[src/sv/sitd_pkg.sv]
`timescale 1ns / 1ps
// Shared widths, characters, structs and states for the decimal text block.
// No dependencies.
package sitd_pkg;

    localparam int VALUE_W = 32;
    localparam int CAP_W   = 16;
    localparam int DIGITS  = 10;
    localparam int BCD_W   = 4 * DIGITS;
    localparam int CHAR_W  = 8;
    localparam int LEN_W   = 4;
    localparam int BIT_CNT_W = 5;

    localparam logic [CHAR_W-1:0] CHAR_ZERO  = 8'h30;
    localparam logic [CHAR_W-1:0] CHAR_MINUS = 8'h2d;
    localparam logic [LEN_W-1:0]  NUM_DIGITS = 4'd10;

    typedef struct packed {
        logic                 start;
        logic [VALUE_W-1:0]   mag;
    } sitd_conv_req_t;

    typedef struct packed {
        logic                 done;
        logic [BCD_W-1:0]     bcd;
    } sitd_conv_rsp_t;

    typedef struct packed {
        logic                 start;
        logic                 neg;
        logic [CAP_W-1:0]     cap;
        logic [BCD_W-1:0]     bcd;
    } sitd_emit_req_t;

    typedef enum logic [2:0] {
        E_IDLE = 3'b001,
        E_SKIP = 3'b010,
        E_SEND = 3'b100
    } sitd_emit_state_t;

endpackage

[src/sv/sitd_dabble.sv]
`timescale 1ns / 1ps
// Bit-serial binary to BCD converter (shift and add 3), one bit per cycle.
// Depends on sitd_pkg.
module sitd_dabble
    import sitd_pkg::*;
(
    input  logic           clk,
    input  logic           rst_n,
    input  sitd_conv_req_t req,
    output sitd_conv_rsp_t rsp
);

    logic [VALUE_W-1:0]   bin_reg, bin_next;
    logic [BCD_W-1:0]     bcd_reg, bcd_next;
    logic [BIT_CNT_W-1:0] cnt_reg, cnt_next;
    logic                 running_reg, running_next;
    logic                 done_reg, done_next;
    logic [BCD_W-1:0]     adj;

    always_comb
    begin
        for (int d = 0; d < DIGITS; d++)
        begin
            if (bcd_reg[4*d +: 4] >= 4'd5)
                adj[4*d +: 4] = bcd_reg[4*d +: 4] + 4'd3;
            else
                adj[4*d +: 4] = bcd_reg[4*d +: 4];
        end
    end

    always_comb
    begin
        bin_next     = bin_reg;
        bcd_next     = bcd_reg;
        cnt_next     = cnt_reg;
        running_next = running_reg;
        done_next    = 1'b0;
        if (req.start)
        begin
            bin_next     = req.mag;
            bcd_next     = '0;
            cnt_next     = '0;
            running_next = 1'b1;
        end
        else if (running_reg)
        begin
            bcd_next = {adj[BCD_W-2:0], bin_reg[VALUE_W-1]};
            bin_next = {bin_reg[VALUE_W-2:0], 1'b0};
            cnt_next = cnt_reg + BIT_CNT_W'(1);
            if (cnt_reg == '1)
            begin
                running_next = 1'b0;
                done_next    = 1'b1;
            end
        end
    end

    always_ff @(posedge clk or negedge rst_n)
    begin
        if (!rst_n)
        begin
            running_reg <= 1'b0;
            done_reg    <= 1'b0;
            cnt_reg     <= '0;
        end
        else
        begin
            running_reg <= running_next;
            done_reg    <= done_next;
            cnt_reg     <= cnt_next;
        end
    end

    always_ff @(posedge clk)
    begin
        bin_reg <= bin_next;
        bcd_reg <= bcd_next;
    end

    assign rsp.done = done_reg;
    assign rsp.bcd  = bcd_reg;

endmodule

[src/sv/sitd_emit.sv]
`timescale 1ns / 1ps
// Leading-zero skip, length/fit check and character sequencer with output register.
// Depends on sitd_pkg.
module sitd_emit
    import sitd_pkg::*;
(
    input  logic              clk,
    input  logic              rst_n,
    input  sitd_emit_req_t    req,
    output logic              finished,
    output logic [CHAR_W-1:0] character,
    output logic              char_valid,
    output logic              fits,
    output logic [LEN_W-1:0]  text_length,
    output logic              last,
    output logic              out_valid,
    input  logic              out_ready
);

    sitd_emit_state_t   state_reg, state_next;
    logic [BCD_W-1:0]   dig_reg, dig_next;
    logic [LEN_W-1:0]   cnt_reg, cnt_next;
    logic [LEN_W-1:0]   len_reg, len_next;
    logic               neg_reg, neg_next;
    logic               fit_reg, fit_next;
    logic [CAP_W-1:0]   cap_reg, cap_next;

    logic               ov_reg, ov_next;
    logic [CHAR_W-1:0]  ch_reg, ch_next;
    logic               cv_reg, cv_next;
    logic               fo_reg, fo_next;
    logic [LEN_W-1:0]   lo_reg, lo_next;
    logic               last_reg, last_next;
    logic               fin_next;

    logic               slot_free;
    logic [LEN_W-1:0]   len_calc;

    assign slot_free = !ov_reg || out_ready;
    assign len_calc  = cnt_reg + {{(LEN_W-1){1'b0}}, neg_reg};

    always_comb
    begin
        state_next = state_reg;
        dig_next   = dig_reg;
        cnt_next   = cnt_reg;
        len_next   = len_reg;
        neg_next   = neg_reg;
        fit_next   = fit_reg;
        cap_next   = cap_reg;
        ov_next    = slot_free ? 1'b0 : ov_reg;
        ch_next    = ch_reg;
        cv_next    = cv_reg;
        fo_next    = fo_reg;
        lo_next    = lo_reg;
        last_next  = last_reg;
        fin_next   = 1'b0;
        case (state_reg)
            E_IDLE:
            begin
                if (req.start)
                begin
                    dig_next   = req.bcd;
                    neg_next   = req.neg;
                    cap_next   = req.cap;
                    cnt_next   = NUM_DIGITS;
                    state_next = E_SKIP;
                end
            end
            E_SKIP:
            begin
                if (dig_reg[BCD_W-1 -: 4] == 4'd0 && cnt_reg > 4'd1)
                begin
                    dig_next = {dig_reg[BCD_W-5:0], 4'd0};
                    cnt_next = cnt_reg - LEN_W'(1);
                end
                else
                begin
                    len_next   = len_calc;
                    fit_next   = cap_reg >= {{(CAP_W-LEN_W){1'b0}}, len_calc};
                    state_next = E_SEND;
                end
            end
            E_SEND:
            begin
                if (slot_free)
                begin
                    ov_next = 1'b1;
                    fo_next = fit_reg;
                    lo_next = len_reg;
                    if (!fit_reg)
                    begin
                        ch_next    = '0;
                        cv_next    = 1'b0;
                        last_next  = 1'b1;
                        fin_next   = 1'b1;
                        state_next = E_IDLE;
                    end
                    else if (neg_reg)
                    begin
                        ch_next   = CHAR_MINUS;
                        cv_next   = 1'b1;
                        last_next = 1'b0;
                        neg_next  = 1'b0;
                    end
                    else
                    begin
                        ch_next   = CHAR_ZERO + {4'd0, dig_reg[BCD_W-1 -: 4]};
                        cv_next   = 1'b1;
                        dig_next  = {dig_reg[BCD_W-5:0], 4'd0};
                        cnt_next  = cnt_reg - LEN_W'(1);
                        last_next = (cnt_reg == 4'd1);
                        if (cnt_reg == 4'd1)
                        begin
                            fin_next   = 1'b1;
                            state_next = E_IDLE;
                        end
                    end
                end
            end
            default:
            begin
                state_next = E_IDLE;
            end
        endcase
    end

    always_ff @(posedge clk or negedge rst_n)
    begin
        if (!rst_n)
        begin
            state_reg <= E_IDLE;
            ov_reg    <= 1'b0;
            finished  <= 1'b0;
        end
        else
        begin
            state_reg <= state_next;
            ov_reg    <= ov_next;
            finished  <= fin_next;
        end
    end

    always_ff @(posedge clk)
    begin
        dig_reg  <= dig_next;
        cnt_reg  <= cnt_next;
        len_reg  <= len_next;
        neg_reg  <= neg_next;
        fit_reg  <= fit_next;
        cap_reg  <= cap_next;
        ch_reg   <= ch_next;
        cv_reg   <= cv_next;
        fo_reg   <= fo_next;
        lo_reg   <= lo_next;
        last_reg <= last_next;
    end

    assign out_valid   = ov_reg;
    assign character   = ch_reg;
    assign char_valid  = cv_reg;
    assign fits        = fo_reg;
    assign text_length = lo_reg;
    assign last        = last_reg;

endmodule

[src/sv/signed_int_to_decimal_text_core.sv]
`timescale 1ns / 1ps
// Signed 32-bit integer to decimal ASCII text, top level.
// Depends on sitd_pkg, sitd_dabble, sitd_emit.
//
// Input channel (in_valid/in_ready): one word carries value and capacity.
// Output channel (out_valid/out_ready): one word per character, most
// significant first, '-' leading for negatives, last set on the final one.
// If the text is longer than capacity, a single word carries text_length
// with fits, char_valid and character clear and last set.
// Each word passes through serial shift-and-add-3 conversion, a handoff to
// the sequencer and the leading-zero skip; characters then follow one per
// cycle unless the receiver stalls the output register.
// One word is in work at a time: in_ready drops after acceptance and returns
// once the registered finished flag clears the busy register after the last
// output word is loaded, so the next word can be taken while that word still
// waits. With no output stalls the bit-serial converter, the leading-zero
// skip and the one-character-per-cycle output register set the input pace.
// A stalled receiver holds the output register; the sequencer waits.
// Reset clears all control state; no word is in flight afterward.
module signed_int_to_decimal_text_core
    import sitd_pkg::*;
(
    input  logic                     clk,
    input  logic                     rst_n,
    input  logic                     in_valid,
    output logic                     in_ready,
    input  logic signed [VALUE_W-1:0] value,
    input  logic [CAP_W-1:0]         capacity,
    output logic                     out_valid,
    input  logic                     out_ready,
    output logic [CHAR_W-1:0]        character,
    output logic                     char_valid,
    output logic                     fits,
    output logic [LEN_W-1:0]         text_length,
    output logic                     last
);

    logic               busy_reg, busy_next;
    logic               neg_reg;
    logic [CAP_W-1:0]   cap_reg;
    logic               accept;
    logic               finished;
    logic [VALUE_W-1:0] raw;

    sitd_conv_req_t conv_req;
    sitd_conv_rsp_t conv_rsp;
    sitd_emit_req_t emit_req;

    assign in_ready = !busy_reg;
    assign accept   = in_valid && in_ready;
    assign raw      = $unsigned(value);

    assign conv_req.start = accept;
    assign conv_req.mag   = raw[VALUE_W-1] ? ('0 - raw) : raw;

    assign emit_req.start = conv_rsp.done;
    assign emit_req.neg   = neg_reg;
    assign emit_req.cap   = cap_reg;
    assign emit_req.bcd   = conv_rsp.bcd;

    always_comb
    begin
        busy_next = busy_reg;
        if (accept)
            busy_next = 1'b1;
        else if (finished)
            busy_next = 1'b0;
    end

    always_ff @(posedge clk or negedge rst_n)
    begin
        if (!rst_n)
            busy_reg <= 1'b0;
        else
            busy_reg <= busy_next;
    end

    always_ff @(posedge clk)
    begin
        if (accept)
        begin
            neg_reg <= raw[VALUE_W-1];
            cap_reg <= capacity;
        end
    end

    sitd_dabble u_dabble (
        .clk   (clk),
        .rst_n (rst_n),
        .req   (conv_req),
        .rsp   (conv_rsp)
    );

    sitd_emit u_emit (
        .clk         (clk),
        .rst_n       (rst_n),
        .req         (emit_req),
        .finished    (finished),
        .character   (character),
        .char_valid  (char_valid),
        .fits        (fits),
        .text_length (text_length),
        .last        (last),
        .out_valid   (out_valid),
        .out_ready   (out_ready)
    );

endmodule

[config.mk]
export PLATFORM = sky130hd
export DESIGN_NAME = signed_int_to_decimal_text_core
export DESIGN_NICKNAME = d
export VERILOG_FILES = /design/src/sv/sitd_pkg.sv /design/src/sv/sitd_dabble.sv /design/src/sv/sitd_emit.sv /design/src/sv/signed_int_to_decimal_text_core.sv
export SDC_FILE = /design/constraint.sdc
export NUM_CORES = 1
export LEC_CHECK = 0
export ABC_AREA = 1
export BUFFER_PORTS_ARGS = -buffer_cell sky130_fd_sc_hd__buf_4
export CORE_UTILIZATION = 30
export DETAILED_ROUTE_END_ITERATION = 10
export PLACE_DENSITY_LB_ADDON = 0.05
export RECOVER_POWER = 25
export SLEW_MARGIN = 20
export SYNTH_ARGS = -nofsm -noshare
export SYNTH_HDL_FRONTEND = slang
export SYNTH_SLANG_ARGS = --single-unit
export TNS_END_PERCENT = 20
[constraint.sdc]
create_clock -name clk -period 6.5 [get_ports clk]
set_input_delay 1.3 -clock clk [delete_from_list [all_inputs] [get_ports clk]]
set_output_delay 1.3 -clock clk [all_outputs]
set_load 0.01 [all_outputs]
Yosys cells after proc, flatten, opt, wreduce, memory -nomap -nowiden
Index checks and enable logic that the tools add are counted.
{"block": "word_totals", "latchBits": 0, "regBits": 182, "wordCells": 139, "mem_bits_rw": 0, "mem_count": 0, "output_inout_bits": 17, "mem_bits_ro": 0, "input_bits": 52}
{"block": "classes", "bitwise": 2, "addsub": 15, "n_eq_ne": 13, "n_div": 0, "n_lt_le_gt_ge": 12, "n_reduce_logical": 17, "shift": 0, "mux": 57, "n_mul": 0}
{"op": "$mux 40", "count": 5}
{"op": "$pmux 40 s3", "count": 1}
{"op": "$mux 32", "count": 3}
{"op": "$mux 4", "count": 14}
{"op": "$ge 4x3->1 const B", "count": 10}
{"op": "$add 4x2->4 const B", "count": 9}
{"op": "$sub 1x32->32 const A", "count": 1}
{"op": "$mux 1", "count": 21}
{"op": "$mux 3", "count": 7}
{"op": "$ge 16x4->1", "count": 1}
{"op": "$pmux 4 s3", "count": 1}
{"op": "$mux 5", "count": 2}
{"op": "$pmux 3 s3", "count": 1}
{"op": "$add 6x4->7 const A", "count": 1}
{"op": "$mux 6", "count": 1}
{"op": "$ne 2x1->1 const B", "count": 3}
{"op": "$ne 2x2->1 const B", "count": 3}
{"op": "$ne 3x3->1 const B", "count": 2}
{"op": "$reduce_and 2->1", "count": 3}
{"op": "$reduce_and 6->1", "count": 1}
{"op": "$reduce_bool 2->1", "count": 3}
{"op": "$add 5x1->5 const B", "count": 1}
{"op": "$eq 5x5->1 const B", "count": 1}
{"op": "$reduce_and 5->1", "count": 1}
{"op": "other kinds (17)", "count": 20}

Logic depth before layout (Yosys ltp)
Gate-level depths: netlist of run 1.
{"block": "logic_depth", "word_depth": 6, "ltp_mapped": 11, "mapped_depth_nobuf": 10}

By module
Synthesis of run 1 repeated with hierarchy kept, for this count alone.
{"block": "hier_totals", "cells_unflattened": 1060, "hier_area_um2": 9014.9}
{"mod": "sitd_dabble", "area_each_um2": 3947.5, "instances": 1, "cells_per_inst": 506, "seq_area_each_um2": 1936.9}
{"mod": "sitd_emit", "area_each_um2": 3507.1, "instances": 1, "cells_per_inst": 315, "seq_area_each_um2": 2468.6}
{"mod": "signed_int_to_decimal_text_core", "area_each_um2": 1560.2, "instances": 1, "cells_per_inst": 239, "seq_area_each_um2": 535.5}

Worst setup path after synthesis of run 1
Ideal clock, no wire load.
{"block": "synth_timing", "path_kind": "input -> register", "startpoint": "input out_ready", "endpoint": "register u_emit.cnt_reg[0], enable pin", "arrival_time_ps": 4585, "setup_time_ps": 500, "setup_slack_ps": 1416, "path_buffers": 0, "stages": 4, "required_ps": 6000, "cell_sequence": "nor2_1 > inv_1 > o21ai_0 > nor3_1"}
{"block": "synth_between", "elab_chain_len": 3}
{"item": "start, declared", "line_no": "signed_int_to_decimal_text_core.sv:30", "rtl": "input logic out_ready,"}
{"item": "$logic_or 1x1->1", "line_no": "sitd_emit.sv:39", "rtl": "assign slot_free = !ov_reg || out_ready;"}
{"item": "$ne 2x1->1 (no line)"}
{"item": "$reduce_and 6->1 (no line)"}
{"item": "end signal, assigned", "line_no": "sitd_emit.sv:147", "rtl": "cnt_reg <= cnt_next;"}
{"item": "end, declared", "line_no": "sitd_emit.sv:22", "rtl": "logic [LEN_W-1:0] cnt_reg, cnt_next;"}
Every way passes these cells.
A chain may end at the register's enable or synchronous reset.

Worst setup path in the final report of run 1
{"block": "layout_timing", "startpoint": "input in_valid", "endpoint": "register u_dabble.bin_reg[24], enable pin"}
{"block": "layout_between", "elab_chain_len": 2}
{"item": "start, declared", "line_no": "signed_int_to_decimal_text_core.sv:25", "rtl": "input logic in_valid,"}
{"item": "$logic_and 1x1->1", "line_no": "signed_int_to_decimal_text_core.sv:50", "rtl": "assign accept = in_valid && in_ready;"}
{"item": "$reduce_bool 2->1 (no line)"}
{"item": "end signal, assigned", "line_no": "sitd_dabble.sv:76", "rtl": "bin_reg <= bin_next;"}
{"item": "end, declared", "line_no": "sitd_dabble.sv:13", "rtl": "logic [VALUE_W-1:0] bin_reg, bin_next;"}
Every way passes these cells.

==> results.yml, run 1 <==
timing:
  finalClockSkew_ns: 0.01522
  slew_viol_final: 0
  rsz0062_at_grt: "false"
  timing.final.crit_share: 0.5825
  fmax_ghz: 0.2641
  setup_tns_ns: 0
  hold_viol: 0
  setup_viol: 0
  period_minus_slack_ns: 3.786
  worst_pin_slew_ns: 1.446
  relSlewSlack: 0.03579
floorplan:
  die_h_um: 171.5
  start_util: 0.3076
  core_area_mm2: 0.02801
  dieArea_mm2: 0.02940
  die_w_um: 171.5
  core.rowCount: 61
  ios: 69
global_routing:
  antenna_found_initial: 0
  grt.overflow.total: 0
  use_met1: 0.1896
  grtUsageMet3: 0.02508
  met2_usage: 0.2255
  grt_usage: 0.1397
  grt-busiest-layer: "met2"
  grt_pass1_wl_mm: 31.73
  grt_max_degree: 78
  grt_pass1_vias: 6101
pwr:
  irDropWorstVdd_mv: 0.2186
  leakagePower_nw: 4.121
  powerDensity_mw_per_mm2: 431.5
job:
  maxCapViolations: 0
critical_path:
  r2r_slack_ns: 3.23
  r2r-end: "u_dabble.bin_reg[24]"
  required_ns: 6.57
  arrival_ns: 3.86
  crit_type: "in -> reg"
  ff2ff_path_depth: 4
  cp_max_fo: 44
  cp-start-kind: "input port"
  reg2reg_from: "busy_reg"
  end_kind: "flop"
detailed_routing:
  num_vias: 6251
  firstDrtPassIters: 4
  wl_per_cell_um: 14.27
  route.detailed.drc: 0
  drt-initial-drc-count: 296
  ant_nets: 0
  wl_mm: 19.49
  vias_per_cell: 4.579
synth:
  ys_types: 37
  synth_ff_type: "edfxtp_1"
  synth_cells: 915
  yosysTopAreaCellShare: 0.4426
  synth_area_leaders: "edfxtp_1 44%, dfxtp_1 9.3%, nand2_1 8.5%"
  synth-seq-area-share: 0.5735
  async_flop_share: 0.07222
  syn_area_per_cell_um2: 9.416
  synth_seq_cells: 180
  yosysTopAreaCell: "edfxtp_1"
  syn_area_mm2: 0.008616
  yosysWarnings: 0
  synth_edf_count: 127
final_layout:
  fin_nets: 1057
  fin_util: 0.3584
  fill_cells: 2881
  syn_to_final_growth_pct: 16.53
  diodes: 0
  post_route_cells_drive_above_1_share: 0.1175
hold_path:
  hold_path_depth: 0
  hold_start: "cap_reg[6]"
  min_path_type: "reg -> reg"
  min_to: "u_emit.cap_reg[6]"
cts:
  clk_latency_ns: 0.44
  cts_buffers: 17
  cts_sinks: 180
  cts_hold_buf: 0
  clockBufferDepth: 2
  htree_levels: 4
  cts_root_buf: "clkbuf_16"
  cts_tree: "done"
  path_clk_slew_ns: 0.09
  cts.repair.resized: 0
  cts_setup_buffers: 0
placed_design:
  gp_congestion: 0.7593
  dp_hpwl_mm: 13.27
  portBuffers: 66
status:
  status: "finished, final reports clean"
stage by stage:
step                      instance area [um2]  worst slack, ns  std cells  power, mW  hold WS [ns]
final                                   10040            2.714       1365      4.332        0.4135
after CTS                               10070            2.618       1365      4.396        0.4134
after floorplan                          8620            1.416        916      2.919        0.4003
after global routing                    10040            2.430       1365      4.680        0.4152
after global placement                   9450            2.138       1333      3.320        0.4012
after detailed placement                 9450            2.166       1333      3.314        0.4045
power breakdown:
group,total (mW),switching [mW],leakage [nW],internal [mW]
Combinational,1.34,0.887,2.12,0.455
Clock,1.06,0.533,0.300,0.530
Sequential,1.93,0.177,1.70,1.75
Total,4.33,1.60,4.12,2.74
worst max path at each step:
stage	startpoint	to	slack, ns	depth (start not counted)
finish	in_valid	u_dabble.bin_reg[24]	2.71	6
global route	in_valid	u_dabble.bin_reg[22]	2.43	6
CTS	in_valid	u_dabble.bin_reg[21]	2.62	6
detailed placement	in_valid	u_dabble.bin_reg[15]	2.17	6
global placement	in_valid	u_dabble.bin_reg[14]	2.14	6
floorplan	out_ready	u_emit.cnt_reg[0]	1.42	4
layer usage:
layer  vias up  routed length, um
li1       3220                  -
met1      2921               9814
met2        95               8846
met3        15                634
met4         0                189
met5         -                  0
cells in the final DEF (no fill, tap or decap), types with 4 or more instances in the layout:
master	synthesis	routed
inv_8	0	6
clkbuf_1	11	4
nand4_1	9	9
inv_1	107	108
xor2_1	15	15
dfrtp_1	12	12
o21ai_0	109	109
clkbuf_4	0	16
nand2_1	196	195
nor3_1	12	11
o22ai_1	17	17
clkinv_8	0	4
a21oi_1	40	40
ha_1	31	31
dfxtp_1	40	40
nand3b_1	5	5
clkbuf_16	0	17
o21ai_2	6	6
nand3_1	59	60
edfxtp_1	127	127
o31ai_1	11	11
nor2_1	61	62
buf_4	4	51
cells in the mapped netlist (2+ instances only):
| cell | number |
|---|---|
| nand2_1 | 196 |
| buf_6 | 5 |
| inv_2 | 4 |
| o21ai_2 | 6 |
| edfxtp_1 | 127 |
| xnor2_1 | 2 |
| ha_1 | 31 |
| a21oi_1 | 40 |
| buf_2 | 12 |
| a31oi_1 | 3 |
| buf_4 | 4 |
| o21ai_1 | 3 |
| inv_1 | 107 |
| o21ai_0 | 109 |
| nor3_1 | 12 |
| nand3b_1 | 5 |
| nand3_2 | 2 |
| dfxtp_1 | 40 |
| xor2_1 | 15 |
| clkbuf_1 | 11 |
| dfrtp_1 | 12 |
| nand4_1 | 9 |
| o31ai_1 | 11 |
| nor2_1 | 61 |
| o22ai_1 | 17 |
| nor2_2 | 2 |
| nand3_1 | 59 |
layout make-up:
class,count,area [um2],share of cell area
flip-flops and latches,180,4941,0.4922
multi-input cells,592,3068,0.3056
repair buffers,71,518.0,0.05160
well taps,378,473.0,0.04711
clock buffers,17,425.4,0.04237
inverters,112,422.9,0.04212
clock inverters,15,191.4,0.01907
worst max-delay path, cell delays in order:
cell and delay (ns):
buf_4 0.08, inv_1 0.05, nor2_4 0.70, inv_2 0.55, nand2_2 0.59, buf_4 0.53
cell families (layout without fill, tap and decap cells):
| family | after synthesis | after routing | share of synthesized area |
|---|---|---|---|
| xor gates and xnor gates | 17 | 17 | 0.01728 |
| buffers and inverters | 144 | 215 | 0.07087 |
| and+or+nand+nor | 350 | 350 | 0.1718 |
| adders and majority gates | 31 | 31 | 0.04502 |
| DFF | 180 | 180 | 0.5735 |
| other | 1 | 2 | 0.0004352 |
| AOI/OAI and AO/OA | 192 | 192 | 0.1211 |
(Power assumes the default switching activity.)
==> run 2: changes to the inputs <==
==> constraint.sdc (replaced) <==
create_clock -name clk -period 3.8 [get_ports clk]
set_input_delay 0.76 -clock clk [delete_from_list [all_inputs] [get_ports clk]]
set_output_delay 0.76 -clock clk [all_outputs]
set_load 0.01 [all_outputs]
==> run 2 against run 1 <==
Net effect:
- the flow now finishes with violations (max-capacitance violations, max-slew violations)
- utilization about the same
- wire length shrank 2.5%
- worst hold slack got worse by 0.036 ns
- non-clock buffer count rose by 2
- die area did not move
- global-route usage decreased by 0.47 points
- via count is 1.4% lower
- count of clock-buffer cells in the layout unchanged
- critical path type unchanged
==> results.yml, run 2 (synthesis results as in run 1) <==
status:
  status: "finished, violations left"
  violations: "max-capacitance violations, max-slew violations"
pwr:
  irDropWorstVdd_mv: 0.2717
  powerDensity_mw_per_mm2: 737.3
  leakagePower_nw: 4.134
  power_mw: 7.412
global_routing:
  grt.overflow.total: 0
  antenna_found_initial: 0
  grt_usage: 0.1350
  grt_pass1_vias: 6011
  grt_max_degree: 78
  grt_pass1_wl_mm: 30.97
cts:
  cts_root_buf: "clkbuf_16"
  clockBufferDepth: 2
  cts_setup_buffers: 0
  cts_tree: "done"
  path_clk_slew_ns: 0.07
  htree_levels: 4
  clk_latency_ns: 0.43
  cts_hold_buf: 0
  cts_sinks: 180
  cts_buffers: 17
  cts.repair.resized: 0
job:
  maxCapViolations: 1
detailed_routing:
  ant_nets: 0
  route.detailed.drc: 0
  firstDrtPassIters: 4
  vias_per_cell: 4.510
  wl_mm: 19.00
  wl_per_cell_um: 13.90
  drt-initial-drc-count: 413
  num_vias: 6165
final_layout:
  final_cell_mix: "195 x nand2_1, 127 x edfxtp_1, 109 x o21ai_0"
  syn_to_final_growth_pct: 16.69
  post_route_cells_drive_above_1_share: 0.1183
  diodes: 0
  fin_nets: 1059
  fill_cells: 2884
  final_common_cell: "nand2_1"
placed_design:
  portBuffers: 66
  dp_hpwl_mm: 12.73
  gp_congestion: 0.7979
critical_path:
  cp-start-kind: "input port"
  cp_max_fo: 30
  end_kind: "flop"
  required_ns: 3.90
  crit_type: "in -> reg"
  arrival_ns: 2.82
  crit_start: "value[31]"
  reg2reg_from: "busy_reg"
timing:
  slew_viol_final: 44
  relSlewSlack: -0.2194
  setup_tns_ns: 0
  fmax_ghz: 0.3681
  worst_pin_slew_ns: 1.829
  period_minus_slack_ns: 2.717
  hold_viol: 0
  timing.final.crit_share: 0.7150
  rsz0062_at_grt: "false"
  setup_viol: 0
  finalClockSkew_ns: 0.01829
floorplan:
  die_h_um: 171.5
  die_w_um: 171.5
  start_util: 0.3076
  ios: 69
  core_area_mm2: 0.02801
  dieArea_mm2: 0.02940
  core.rowCount: 61
hold_path:
  min_path_type: "in -> async"
-- run 2: final timing paths --
kind                                         endpoint  slack (ns)  depth (start not counted)
setup / recovery                  u_dabble.bin_reg[6]        1.08                          5
hold / removal             asynchronous set/reset pin        0.38                          1
setup reg to reg                  u_dabble.bin_reg[2]        1.30                          4
hold reg to reg                    u_emit.cap_reg[15]        0.42                          0
max in group asynchronous         u_dabble.cnt_reg[4]        2.94                          1
min in group clk                   u_emit.cap_reg[15]        0.42                          0
-- run 2: worst max-delay path, cell delays in order --
cell and delay, ns:
clkbuf_1 0.98, inv_1 0.45, o21ai_0 0.34, xor2_1 0.18, o21ai_0 0.09
-- run 2: metal layers --
| layer | vias up | GRT usage | part of all wire |
|---|---|---|---|
| met5 | - | 0 | 0 |
| met4 | 0 | 0.03455 | 0.0068 |
| met3 | 10 | 0.02646 | 0.025 |
| met2 | 78 | 0.2184 | 0.46 |
| met1 | 2845 | 0.1837 | 0.51 |
| li1 | 3232 | - | - |
-- run 2: stage by stage --
step / cell area (um2) / hold WS [ns] / instances / utilization / worst slack [ns]
4_1_cts: 10090 / 0.1585 / 1367 / 0.3602 / 1.423
3_3_place_gp: 9484 / 0.4018 / 1335 / 0.3386 / 1.429
5_1_grt: 10050 / 0.4302 / 1367 / 0.3589 / 0.8417
3_5_place_dp: 9484 / 0.4052 / 1335 / 0.3386 / 1.420
6_report: 10050 / 0.3778 / 1367 / 0.3589 / 1.083
2_1_floorplan: 8625 / 0.4003 / 916 / - / 0.5142
-- run 2: layout make-up --
class	instances	area, um2	area share
inverters	112	422.9	0.04207
repair buffers	73	545.5	0.05426
clock buffers	17	425.4	0.04231
flip-flops and latches	180	4941	0.4915
multi-input cells	592	3067	0.3050
well taps	378	473.0	0.04704
clock inverters	15	178.9	0.01780
-- run 2: power breakdown --
part | switching, mW | total (mW) | internal [mW]
sequential | 0.285 | 3.28 | 2.99
clock | 0.886 | 1.78 | 0.897
combinational | 1.55 | 2.35 | 0.803
